## config.mk

```make
export PLATFORM = sky130hd
export DESIGN_NAME = http_response_header_parser
export DESIGN_NICKNAME = d
export VERILOG_FILES = /design/src/hrhp_pkg.sv /design/src/http_response_header_parser.sv
export SDC_FILE = /design/constraint.sdc
export NUM_CORES = 1
export LEC_CHECK = 0
export ABC_AREA = 1
export BUFFER_PORTS_ARGS = -buffer_cell sky130_fd_sc_hd__buf_2
export CAP_MARGIN = 5
export CORE_MARGIN = 4
export CORE_UTILIZATION = 44
export DETAILED_ROUTE_END_ITERATION = 7
export PLACE_DENSITY_LB_ADDON = 0.15
export SETUP_SLACK_MARGIN = 0.5
export SYNTH_ARGS = -nofsm -noshare
export SYNTH_HDL_FRONTEND = slang
export SYNTH_SLANG_ARGS = --single-unit
```

## constraint.sdc

```tcl
create_clock -name clk -period 8.4 [get_ports clk]
set_input_delay 0.84 -clock clk [delete_from_list [all_inputs] [get_ports clk]]
set_output_delay 0.84 -clock clk [all_outputs]
set_load 0.005 [all_outputs]
```

## src/hrhp_pkg.sv

```systemverilog
package hrhp_pkg;

  // default width of the running body offset counter
  localparam int unsigned OffsetBitsDefault = 32;

  // field widths
  localparam int unsigned ByteBits   = 8;
  localparam int unsigned KindBits   = 3;
  localparam int unsigned CodeBits   = 10;
  localparam int unsigned ReportBits = 32;
  localparam int unsigned OutDataBits = 56;  // 8 + 10 + 32 rounded up to bytes

  // largest status code, saturation point
  localparam logic [CodeBits-1:0] CodeMax = 10'd999;

  // characters that steer the parser
  localparam logic [ByteBits-1:0] ChCr    = 8'h0D;
  localparam logic [ByteBits-1:0] ChLf    = 8'h0A;
  localparam logic [ByteBits-1:0] ChColon = 8'h3A;
  localparam logic [ByteBits-1:0] ChSpace = 8'h20;
  localparam logic [ByteBits-1:0] ChTab   = 8'h09;
  localparam logic [ByteBits-1:0] ChZero  = 8'h30;
  localparam logic [ByteBits-1:0] ChNine  = 8'h39;

  typedef enum logic [KindBits-1:0] {
    EV_NONE     = 3'd0,
    EV_STATUS   = 3'd1,
    EV_NAME     = 3'd2,
    EV_NAME_END = 3'd3,
    EV_VALUE    = 3'd4,
    EV_LINE_END = 3'd5,
    EV_HDR_END  = 3'd6,
    EV_BODY     = 3'd7
  } event_kind_t;

  typedef enum logic [2:0] {
    PH_STATUS = 3'b001,
    PH_HEADER = 3'b010,
    PH_BODY   = 3'b100
  } phase_t;

  typedef enum logic [2:0] {
    SP_VERSION = 3'b001,
    SP_CODE    = 3'b010,
    SP_REST    = 3'b100
  } status_part_t;

  typedef struct packed {
    event_kind_t                 event_kind;
    logic [ByteBits-1:0]         event_byte;
    logic [CodeBits-1:0]         status_code;
    logic [ReportBits-1:0]       body_offset;
  } result_t;

endpackage

```

## src/http_response_header_parser.sv

```systemverilog
// http response header parser
//
// s_axis: one byte of the response stream per transaction; tdata carries the
// byte, tuser flags the first byte of a new response (parser state is
// cleared before that byte is handled).
// m_axis: exactly one event per input transaction, in order; tuser carries
// the event kind, tdata the event byte, the current status code and the
// body offset.
//
// the event for a byte is registered in the output stage (main, or skid while main
// stalls) before m_axis. throughput: one byte per cycle while s_axis_tready is
// high; state update (digit multiply-add, offset increment) is combinational.
//
// a two-entry output stage (main register plus skid register) sits between
// the parser and m_axis, so s_axis_tready is a register and the parser keeps
// taking bytes while one event waits; when m_axis stalls with both entries
// full, s_axis_tready drops until the receiver takes an event.
//
// reset (rst, synchronous) puts the parser in the status line phase with
// the code and body offset cleared and empties the output stage.
module http_response_header_parser #(
  parameter int unsigned OFFSET_BITS = hrhp_pkg::OffsetBitsDefault
) (
  input  logic                            clk,
  input  logic                            rst,
  // input stream
  input  logic                            s_axis_tvalid,
  output logic                            s_axis_tready,
  input  logic [hrhp_pkg::ByteBits-1:0]   s_axis_tdata,   // [7:0] data_byte
  input  logic                            s_axis_tuser,   // [0] new_response
  // event stream
  output logic                            m_axis_tvalid,
  input  logic                            m_axis_tready,
  output logic [hrhp_pkg::OutDataBits-1:0] m_axis_tdata,  // [7:0] event_byte,
                                                          // [17:8] status_code,
                                                          // [49:18] body_offset,
                                                          // [55:50] zero
  output logic [hrhp_pkg::KindBits-1:0]   m_axis_tuser    // [2:0] event_kind
);

  import hrhp_pkg::*;

  // parser state
  phase_t                  phase, phase_next;
  status_part_t            status_part, status_part_next;
  logic                    digits_stopped, digits_stopped_next;
  logic                    in_value, in_value_next;
  logic                    skipping_space, skipping_space_next;
  logic                    at_line_start, at_line_start_next;
  logic                    cr_pending, cr_pending_next;
  logic [CodeBits-1:0]     code_value, code_value_next;
  logic [OFFSET_BITS-1:0]  offset_count, offset_count_next;

  // output stage
  result_t                 main_res, skid_res, res;
  logic                    main_valid, skid_valid;

  logic                    in_accept, out_take;
  logic [ByteBits-1:0]     b;
  logic [13:0]             code_sum;  // up to 999 * 10 + 9

  assign in_accept     = s_axis_tvalid & s_axis_tready;
  assign out_take      = main_valid & m_axis_tready;
  assign s_axis_tready = ~skid_valid;
  assign b             = s_axis_tdata;

  // one byte of parsing, done on the state as it stands after an optional
  // new-response clear
  always_comb begin
    phase_next          = phase;
    status_part_next    = status_part;
    digits_stopped_next = digits_stopped;
    in_value_next       = in_value;
    skipping_space_next = skipping_space;
    at_line_start_next  = at_line_start;
    cr_pending_next     = cr_pending;
    code_value_next     = code_value;
    offset_count_next   = offset_count;

    if (s_axis_tuser) begin
      phase_next          = PH_STATUS;
      status_part_next    = SP_VERSION;
      digits_stopped_next = 1'b0;
      in_value_next       = 1'b0;
      skipping_space_next = 1'b0;
      at_line_start_next  = 1'b1;
      cr_pending_next     = 1'b0;
      code_value_next     = '0;
      offset_count_next   = '0;
    end

    code_sum = 14'({4'b0, code_value_next} * 14'd10) + {10'b0, b[3:0]};

    res.event_kind  = EV_NONE;
    res.event_byte  = '0;
    res.body_offset = '0;

    if (phase_next == PH_BODY) begin
      res.event_kind    = EV_BODY;
      res.event_byte    = b;
      res.body_offset   = ReportBits'(offset_count_next);
      offset_count_next = offset_count_next + 1'b1;
    end else if (cr_pending_next && b == ChLf) begin
      // crlf closes the line
      cr_pending_next = 1'b0;
      if (at_line_start_next) begin
        // empty line: headers are done
        phase_next     = PH_BODY;
        res.event_kind = EV_HDR_END;
      end else if (phase_next == PH_STATUS) begin
        res.event_kind = EV_STATUS;
        // a zero code means another status line follows
        if (code_value_next != '0) begin
          phase_next = PH_HEADER;
        end
        status_part_next    = SP_VERSION;
        digits_stopped_next = 1'b0;
      end else begin
        res.event_kind = EV_LINE_END;
      end
      in_value_next       = 1'b0;
      skipping_space_next = 1'b0;
      at_line_start_next  = 1'b1;
    end else begin
      // a cr not followed by lf is dropped here
      cr_pending_next = 1'b0;
      if (b == ChCr) begin
        cr_pending_next = 1'b1;
      end else begin
        at_line_start_next = 1'b0;
        if (phase_next == PH_STATUS) begin
          case (status_part_next)
            SP_VERSION: begin
              if (b == ChSpace) begin
                status_part_next = SP_CODE;
              end
            end
            SP_CODE: begin
              if (b == ChSpace) begin
                status_part_next = SP_REST;
              end else if ((b inside {[ChZero:ChNine]}) && !digits_stopped_next) begin
                code_value_next = (code_sum > 14'(CodeMax)) ? CodeMax
                                                             : code_sum[CodeBits-1:0];
              end else begin
                digits_stopped_next = 1'b1;
              end
            end
            default: begin
            end
          endcase
        end else if (!in_value_next) begin
          // header name, split at the first colon
          if (b == ChColon) begin
            in_value_next       = 1'b1;
            skipping_space_next = 1'b1;
            res.event_kind      = EV_NAME_END;
          end else begin
            res.event_kind = EV_NAME;
            res.event_byte = b;
          end
        end else if (skipping_space_next && (b == ChSpace || b == ChTab)) begin
          // leading whitespace of the value
          res.event_kind = EV_NONE;
        end else begin
          skipping_space_next = 1'b0;
          res.event_kind      = EV_VALUE;
          res.event_byte      = b;
        end
      end
    end

    res.status_code = code_value_next;
  end

  // parser state registers
  always_ff @(posedge clk) begin
    if (rst) begin
      phase          <= PH_STATUS;
      status_part    <= SP_VERSION;
      digits_stopped <= 1'b0;
      in_value       <= 1'b0;
      skipping_space <= 1'b0;
      at_line_start  <= 1'b1;
      cr_pending     <= 1'b0;
      code_value     <= '0;
      offset_count   <= '0;
    end else if (in_accept) begin
      phase          <= phase_next;
      status_part    <= status_part_next;
      digits_stopped <= digits_stopped_next;
      in_value       <= in_value_next;
      skipping_space <= skipping_space_next;
      at_line_start  <= at_line_start_next;
      cr_pending     <= cr_pending_next;
      code_value     <= code_value_next;
      offset_count   <= offset_count_next;
    end
  end

  // output stage control: main register feeds m_axis, skid catches an
  // event while main is stalled
  always_ff @(posedge clk) begin
    if (rst) begin
      main_valid <= 1'b0;
      skid_valid <= 1'b0;
    end else if (!main_valid || out_take) begin
      main_valid <= skid_valid | in_accept;
      skid_valid <= 1'b0;
    end else if (in_accept) begin
      skid_valid <= 1'b1;
    end
  end

  // output stage payload
  always_ff @(posedge clk) begin
    if (!main_valid || out_take) begin
      main_res <= skid_valid ? skid_res : res;
    end else if (in_accept) begin
      skid_res <= res;
    end
  end

  assign m_axis_tvalid = main_valid;
  assign m_axis_tuser  = main_res.event_kind;
  assign m_axis_tdata  = {6'b0, main_res.body_offset, main_res.status_code,
                          main_res.event_byte};

endmodule

```

Yosys cells after proc, flatten, opt, wreduce, memory -nomap -nowiden
Cells that the tools add are included.

Bitwise operators: 5. Div/mod/pow operators: 0. Muxes and demuxes: 74. Magnitude comparators: 3. Shifts and indexed selects: 0. Reduce and logical (&&, ||, !) cells: 11. Equality and inequality tests: 9. Multiply operators: 1. $add $sub $neg: 2.

Operator list (number): $mux W32 (3); $mux W10 (9); $mux W3 (19); $mux W53 (1); $mux W11 (4); $mux W1 (34); $add A32 B1 Y32 const B (1); $eq A8 B4 Y1 const B (3); $mux W8 (3); $eq A8 B6 Y1 const B (2); $add A14 B4 Y14 (1); $gt A14 B10 Y1 const B (1); $mul A10 B3 Y13 const B (1); $reduce_bool A10 Y1 (1); $ge A8 B6 Y1 const B (1); $le A8 B6 Y1 const B (1); $eq A3 B1 Y1 const B (2); $pmux W3 S2 (1); $logic_and A1 B1 Y1 (4); $eq A3 B2 Y1 const B (1); $eq A3 B3 Y1 const B (1); $and A1 B1 Y1 (2); $logic_not A1 Y1 (2); $logic_or A1 B1 Y1 (2); other kinds (4) (5).

ROM bits: 0. Bits in latches: 0. Bits in writable memories: 0. Output and inout bits: 61. Bits of input ports: 13. Word-level logic and storage cells: 124. Memories: 0. Register bits after elaboration: 161.

Longest topological paths before layout
Depth after elaboration: 13. Gate-level depth with buffers: 25. Mapped depth without buffers: 24.

Least setup slack after synthesis
Ideal clock, no wire load.

Kind: input to register. From: input port m_axis_tready. To: register skid_res[0] (netlist name), enable pin. Setup slack: 3.866 ns. Data required time: 7.936 ns. Buffers on the path: 0. Library setup time: 0.464 ns. Stages: 3. Arrival: 4.070 ns. Cell sequence: nor2_1 > inv_1 > nor2_1.

Longest elaborated chain between the ends: 4.

RTL lines: start: declaration (line http_response_header_parser.sv:33) `input logic m_axis_tready,`; $and A1 B1 Y1 (line http_response_header_parser.sv:63) `assign out_take = main_valid & m_axis_tready;`; $logic_or A1 B1 Y1 (line http_response_header_parser.sv:216) `if (!main_valid || out_take) begin`; $not A1 Y1 (no source line); $reduce_and A2 Y1 (no source line); end signal: assignment (line http_response_header_parser.sv:219) `skid_res <= res;`; end: declaration (line http_response_header_parser.sv:55) `result_t main_res, skid_res, res;`.

No other way between the ends. A chain may end at the register's enable or synchronous reset.

Worst setup path in the final report
From: input port s_axis_tuser. To: register main_res (netlist bit m_axis_tdata[9]) (data pin).

Longest elaborated chain between the ends: 13. Elaborated cells between the ends (all ways): 23. Those cells by class: add/sub: 1; mul: 1; order compare: 1; eq/ne: 3; mux: 14; reduce/logical: 3.

RTL lines: start: declaration (line http_response_header_parser.sv:30) `input logic s_axis_tuser,`; $mux W10 (line http_response_header_parser.sv:80) `if (s_axis_tuser) begin`; $mul A10 B3 Y13 (line http_response_header_parser.sv:92) `code_sum = 14'({4'b0, code_value_next} * 14'd10) + {10'b0, b[3:0]};`; $add A14 B4 Y14 (line http_response_header_parser.sv:92); $gt A14 B10 Y1 (line http_response_header_parser.sv:142) `code_value_next = (code_sum > 14'(CodeMax)) ? CodeMax`; $mux W10 (line http_response_header_parser.sv:142); $mux W10 (line http_response_header_parser.sv:141) `end else if ((b inside {[ChZero:ChNine]}) && !digits_stopped_next) begin`; $mux W10 (line http_response_header_parser.sv:139) `if (b == ChSpace) begin`; $mux W10 (line http_response_header_parser.sv:132) `case (status_part_next)`; $mux W10 (line http_response_header_parser.sv:131) `if (phase_next == PH_STATUS) begin`; $mux W10 (line http_response_header_parser.sv:127) `if (b == ChCr) begin`; $mux W10 (line http_response_header_parser.sv:103) `end else if (cr_pending_next && b == ChLf) begin`; $mux W10 * (line http_response_header_parser.sv:98) `if (phase_next == PH_BODY) begin`; $mux W53 * (line http_response_header_parser.sv:217) `main_res <= skid_valid ? skid_res : res;`; end signal: assignment (line http_response_header_parser.sv:217); end: declaration (line http_response_header_parser.sv:55).

Every way passes the cells marked *; elsewhere a longest branch is shown, timed or not.

==> results.md <==
* Power density normalized to cell area at 185 mW/mm^2
* Residual antenna-violating net count after detailed routing at 0
* Largest fanout of any net on the critical path at 31
* Area occupied by multi-input gates at 0.00346 mm^2
* Timing startpoint of the critical path: s_axis_tuser
* Most frequent cells in the layout: 283 x sky130_fd_sc_hd__nand2_1, 142 x sky130_fd_sc_hd__nor2_1, 133 x sky130_fd_sc_hd__inv_1
* Post-Place Worst Slack at 3.78 ns
* Sink Count at 161
* TritonCTS Buffers at 17
* Vertical extent of the die at 147 um
* Count of buffers inserted at the top-level ports at 67
* Max-capacitance violation count at 0
* Most frequent standard cell in the layout excluding fill and tap cells: sky130_fd_sc_hd__nand2_1
* Share of the synthesized area in compound gates (AO/OA/AOI/OAI) at 7.72%
* Crit path setup slack, layout at 4.21 ns
* Final worst path period share at between 40% and 50%
* Main combinational cell family by area after synthesis: simple AND/OR/NAND/NOR gates
* GR Util All Layers at 18.5%
* Die area at 0.0215 mm^2
* Run status: completed
* Path depth of the worst reg2reg path at 21
* Vias in the first global route at 6568
* Actual slew at the worst max-slew pin at 0.939 ns
* Async set-or-reset flop fraction in the synthesized netlist at 0%
* Share of final-layout standard cells stronger than drive strength 1 at 13.5%
* Peak VDD IR at ~0.00014 V
* First-pass GRT wire length at 32600 um
* Area of the placeable core at 0.0188 mm^2
* Register-to-Register Setup Slack at between 5 and 6 ns
* Slowest cell delay on critical path at 0.56 ns
* Required time of the critical path at 8.55 ns
* Capturing element type of the critical path: flip-flop
* Cell count after synthesis at 1045
* Hpwl dp at 13000 um
* Vias after detailed routing at 6774
* Synthesized area per cell at 8.08 um^2
* Buffer count from post-CTS setup fixing at 0
* Capture instance of the worst register-to-register path: m_axis_tdata[9]$_DFFE_PP_
* Cell with the largest stage delay on the worst path: sky130_fd_sc_hd__buf_2
* Worst-case clock skew at around 0.009 ns
* Synth Cell Area at 0.00844 mm^2
* Register area at 0.00429 mm^2
* Number of distinct library cell variants in the gate-level netlist after synthesis at 49
* CP Cell Sequence: buf_2 > inv_2 > nand2_1 > inv_1 > nor2_1 > nor2_1 > ha_1 > inv_1 > fa_1 > inv_1 > nand3_2 > nor2_1 > nand3_1 > nor2_2 > nand3_1 > nand2_1 > nand2_1 > nor2_4 > nand2_4 > o21ai_2 > o21ai_1
* Root buffer selected by CTS: sky130_fd_sc_hd__clkbuf_16
* Effective utilization at floorplan at 45.0%
* Synth Area in XOR/XNOR at 1.24%
* Post-Synth Adder-Cell Area at 2.55%
* Worst rel slew slack at between 30% and 40%
* Unrepaired setup endpoints after global routing: false
* Dominant register cell in the synthesized netlist: sky130_fd_sc_hd__edfxtp_1
* Sum of routed wire length over all layers at 19200 um
* Htree depth at 4
* Post-CTS clock slew at the launch and capture registers of the worst setup and hold paths at 0.06 ns
* Cts repair resizes at 0
* Pin count of the biggest net entering global routing at 66
* CTS tree: yes
* DR WL/cell at 14.2 um
* Hold path startpoint: offset_count[1]$_SDFFE_PP0P_
* Count of endpoints failing hold in the final timing report at 0
* Number of core rows at 50
* Count of flip-flops with a built-in enable after synthesis at 106
* Cells on Worst Hold Path at 2
* Worst hold slack at 0.474 ns
* Portion of netlist area occupied by mux cells at 0%
* IO Pins at 74
* Synth-to-Final Area Change at 12.7%
* DR iter-0 viols at 459
* Share of synthesized area occupied by flip-flops and latches at 50.7%
* Seq cells post-synth at around 160
* Setup-violating endpoint count in the final report at 0
* Final min period at 4.19 ns
* Reg-to-Reg Start: code_value[3]$_SDFFE_PP0P_
* Total number of nets in the final design at between 1000 and 1500
* Total iterations of the first detailed-routing run at 5
* Cts hold-fix bufs at 0
* Clock Path Buffers at 2
* Number of fillers in the final layout at 1862
* Setup Crit Path Kind: in -> reg
* Hold-critical path endpoint: offset_count[1]$_SDFFE_PP0P_
* Max Transition Viols Final at 0
* X dimension of the die at 147 um
* Insertion delay of the later-clocked pin in the worst-skew pair at ~0.43 ns
* Final weighted congestion of routability-driven global placement at 0.869
* Final antenna diode count at 0
* Worst Path Arrival at 4.34 ns
* Yosys Warn Count at 0
* Worst min-delay path category: reg -> reg
* Initial antenna violation count at 0
* Setup TNS after final layout at 0 ns
* Fmax at 239 MHz
* Overall overflow remaining after global route at 0
* Static power due to leakage at roughly 4 nW
* Routed via count divided by cell count at 5.02
* Simple-Gate Fraction of Synth Area at roughly 29%
* Kind of start point of the critical path: input port
* Post-route DRC at 0
area by class of cell:
cell class / count / area share, %
tap: 234 / 3.08
clock inverter: 12 / 1.38
clock buffer: 20 / 4.69
sequential: 161 / 45.0
multi-input combinational: 709 / 36.3
inverter: 142 / 5.60
timing repair buffer: 72 / 3.92
worst max-delay path: cells and delay by family:
| family | cells | cell delay [ns] |
|---|---|---|
| AO/OA/AOI/OAI | 2 | 0.26 |
| adder cells (fa/ha/maj) | 2 | 0.65 |
| buffers and inverters | 5 | 1.17 |
| AND/OR/NAND/NOR | 12 | 1.40 |
worst max path at each step:
stage | end | slack [ns] | cells past startpoint
finish | m_axis_tdata[9]$_DFFE_PP_ | 4.21 | 21
global route | m_axis_tdata[8]$_DFFE_PP_ | 3.80 | 21
CTS | m_axis_tdata[9]$_DFFE_PP_ | 4.22 | 21
detailed placement | m_axis_tdata[9]$_DFFE_PP_ | 3.78 | 21
global placement | m_axis_tdata[14]$_DFFE_PP_ | 3.90 | 21
floorplan | skid_res[0]$_DFFE_PP_ | 3.87 | 3
cell usage after synthesis, types with 6 or more instances:
| cell | n | area [um^2] |
|---|---|---|
| sky130_fd_sc_hd__nor2_2 | 8 | 50.1 |
| sky130_fd_sc_hd__dfxtp_1 | 55 | 1100 |
| sky130_fd_sc_hd__edfxtp_1 | 106 | 3180 |
| sky130_fd_sc_hd__o21ai_1 | 10 | 50.1 |
| sky130_fd_sc_hd__nand2_1 | 283 | 1060 |
| sky130_fd_sc_hd__nor3_1 | 16 | 80.1 |
| sky130_fd_sc_hd__inv_2 | 6 | 22.5 |
| sky130_fd_sc_hd__ha_1 | 14 | 175 |
| sky130_fd_sc_hd__buf_4 | 7 | 52.6 |
| sky130_fd_sc_hd__nand3_1 | 55 | 275 |
| sky130_fd_sc_hd__a21oi_1 | 47 | 235 |
| sky130_fd_sc_hd__xor2_1 | 6 | 52.6 |
| sky130_fd_sc_hd__inv_1 | 134 | 503 |
| sky130_fd_sc_hd__nor2_1 | 143 | 537 |
| sky130_fd_sc_hd__o21ai_0 | 36 | 180 |
| sky130_fd_sc_hd__nand4_1 | 14 | 87.6 |
| sky130_fd_sc_hd__clkbuf_1 | 22 | 82.6 |
| sky130_fd_sc_hd__xnor2_1 | 6 | 52.6 |
| sky130_fd_sc_hd__o21ai_2 | 6 | 52.6 |
cell families (layout without fill, tap and decap cells):
logic type	count (synthesis)	count (layout)
other	1	6
buffers and inverters	180	246
flip-flops	161	161
XOR/XNOR	12	12
AO/OA/AOI/OAI	117	117
adder cells (fa/ha/maj)	16	16
AND/OR/NAND/NOR	558	558
metal layers:
layer	part of all wire, %	track usage, %	wire (um)
met5	0	0	0
met1	50	26.5	9510
met3	4.9	3.29	943
met4	1.5	5.17	279
met2	44	28.9	8440
state kept, by name (all words and copies together), names as in the netlist:
name and count:
in_value 1, at_line_start 1, m_axis_tdata 50, cr_pending 1, phase 3, offset_count 32
m_axis_tuser 3, status_part 3, skid_valid 1, m_axis_tvalid 1, digits_stopped 1, skid_res 53
skipping_space 1, code_value 10
per-stage QoR:
stage	utilization, %	cell area, um^2	instances	total power [W]
2_1_floorplan	-	8460	1050	0.000973
3_3_place_gp	47.6	8940	1318	0.00102
3_5_place_dp	47.6	8940	1318	0.00102
4_1_cts	50.7	9520	1350	0.00178
5_1_grt	50.7	9520	1350	0.00183
6_report	50.7	9520	1350	0.00176
power by group:
group	total, W	switching [W]	internal [W]
Combinational	0.000124	0.0000868	0.0000371
Sequential	0.000874	0.00000752	0.000866
Clock	0.000766	0.000319	0.000446
No activity file was read; power rests on OpenSTA's default activity.
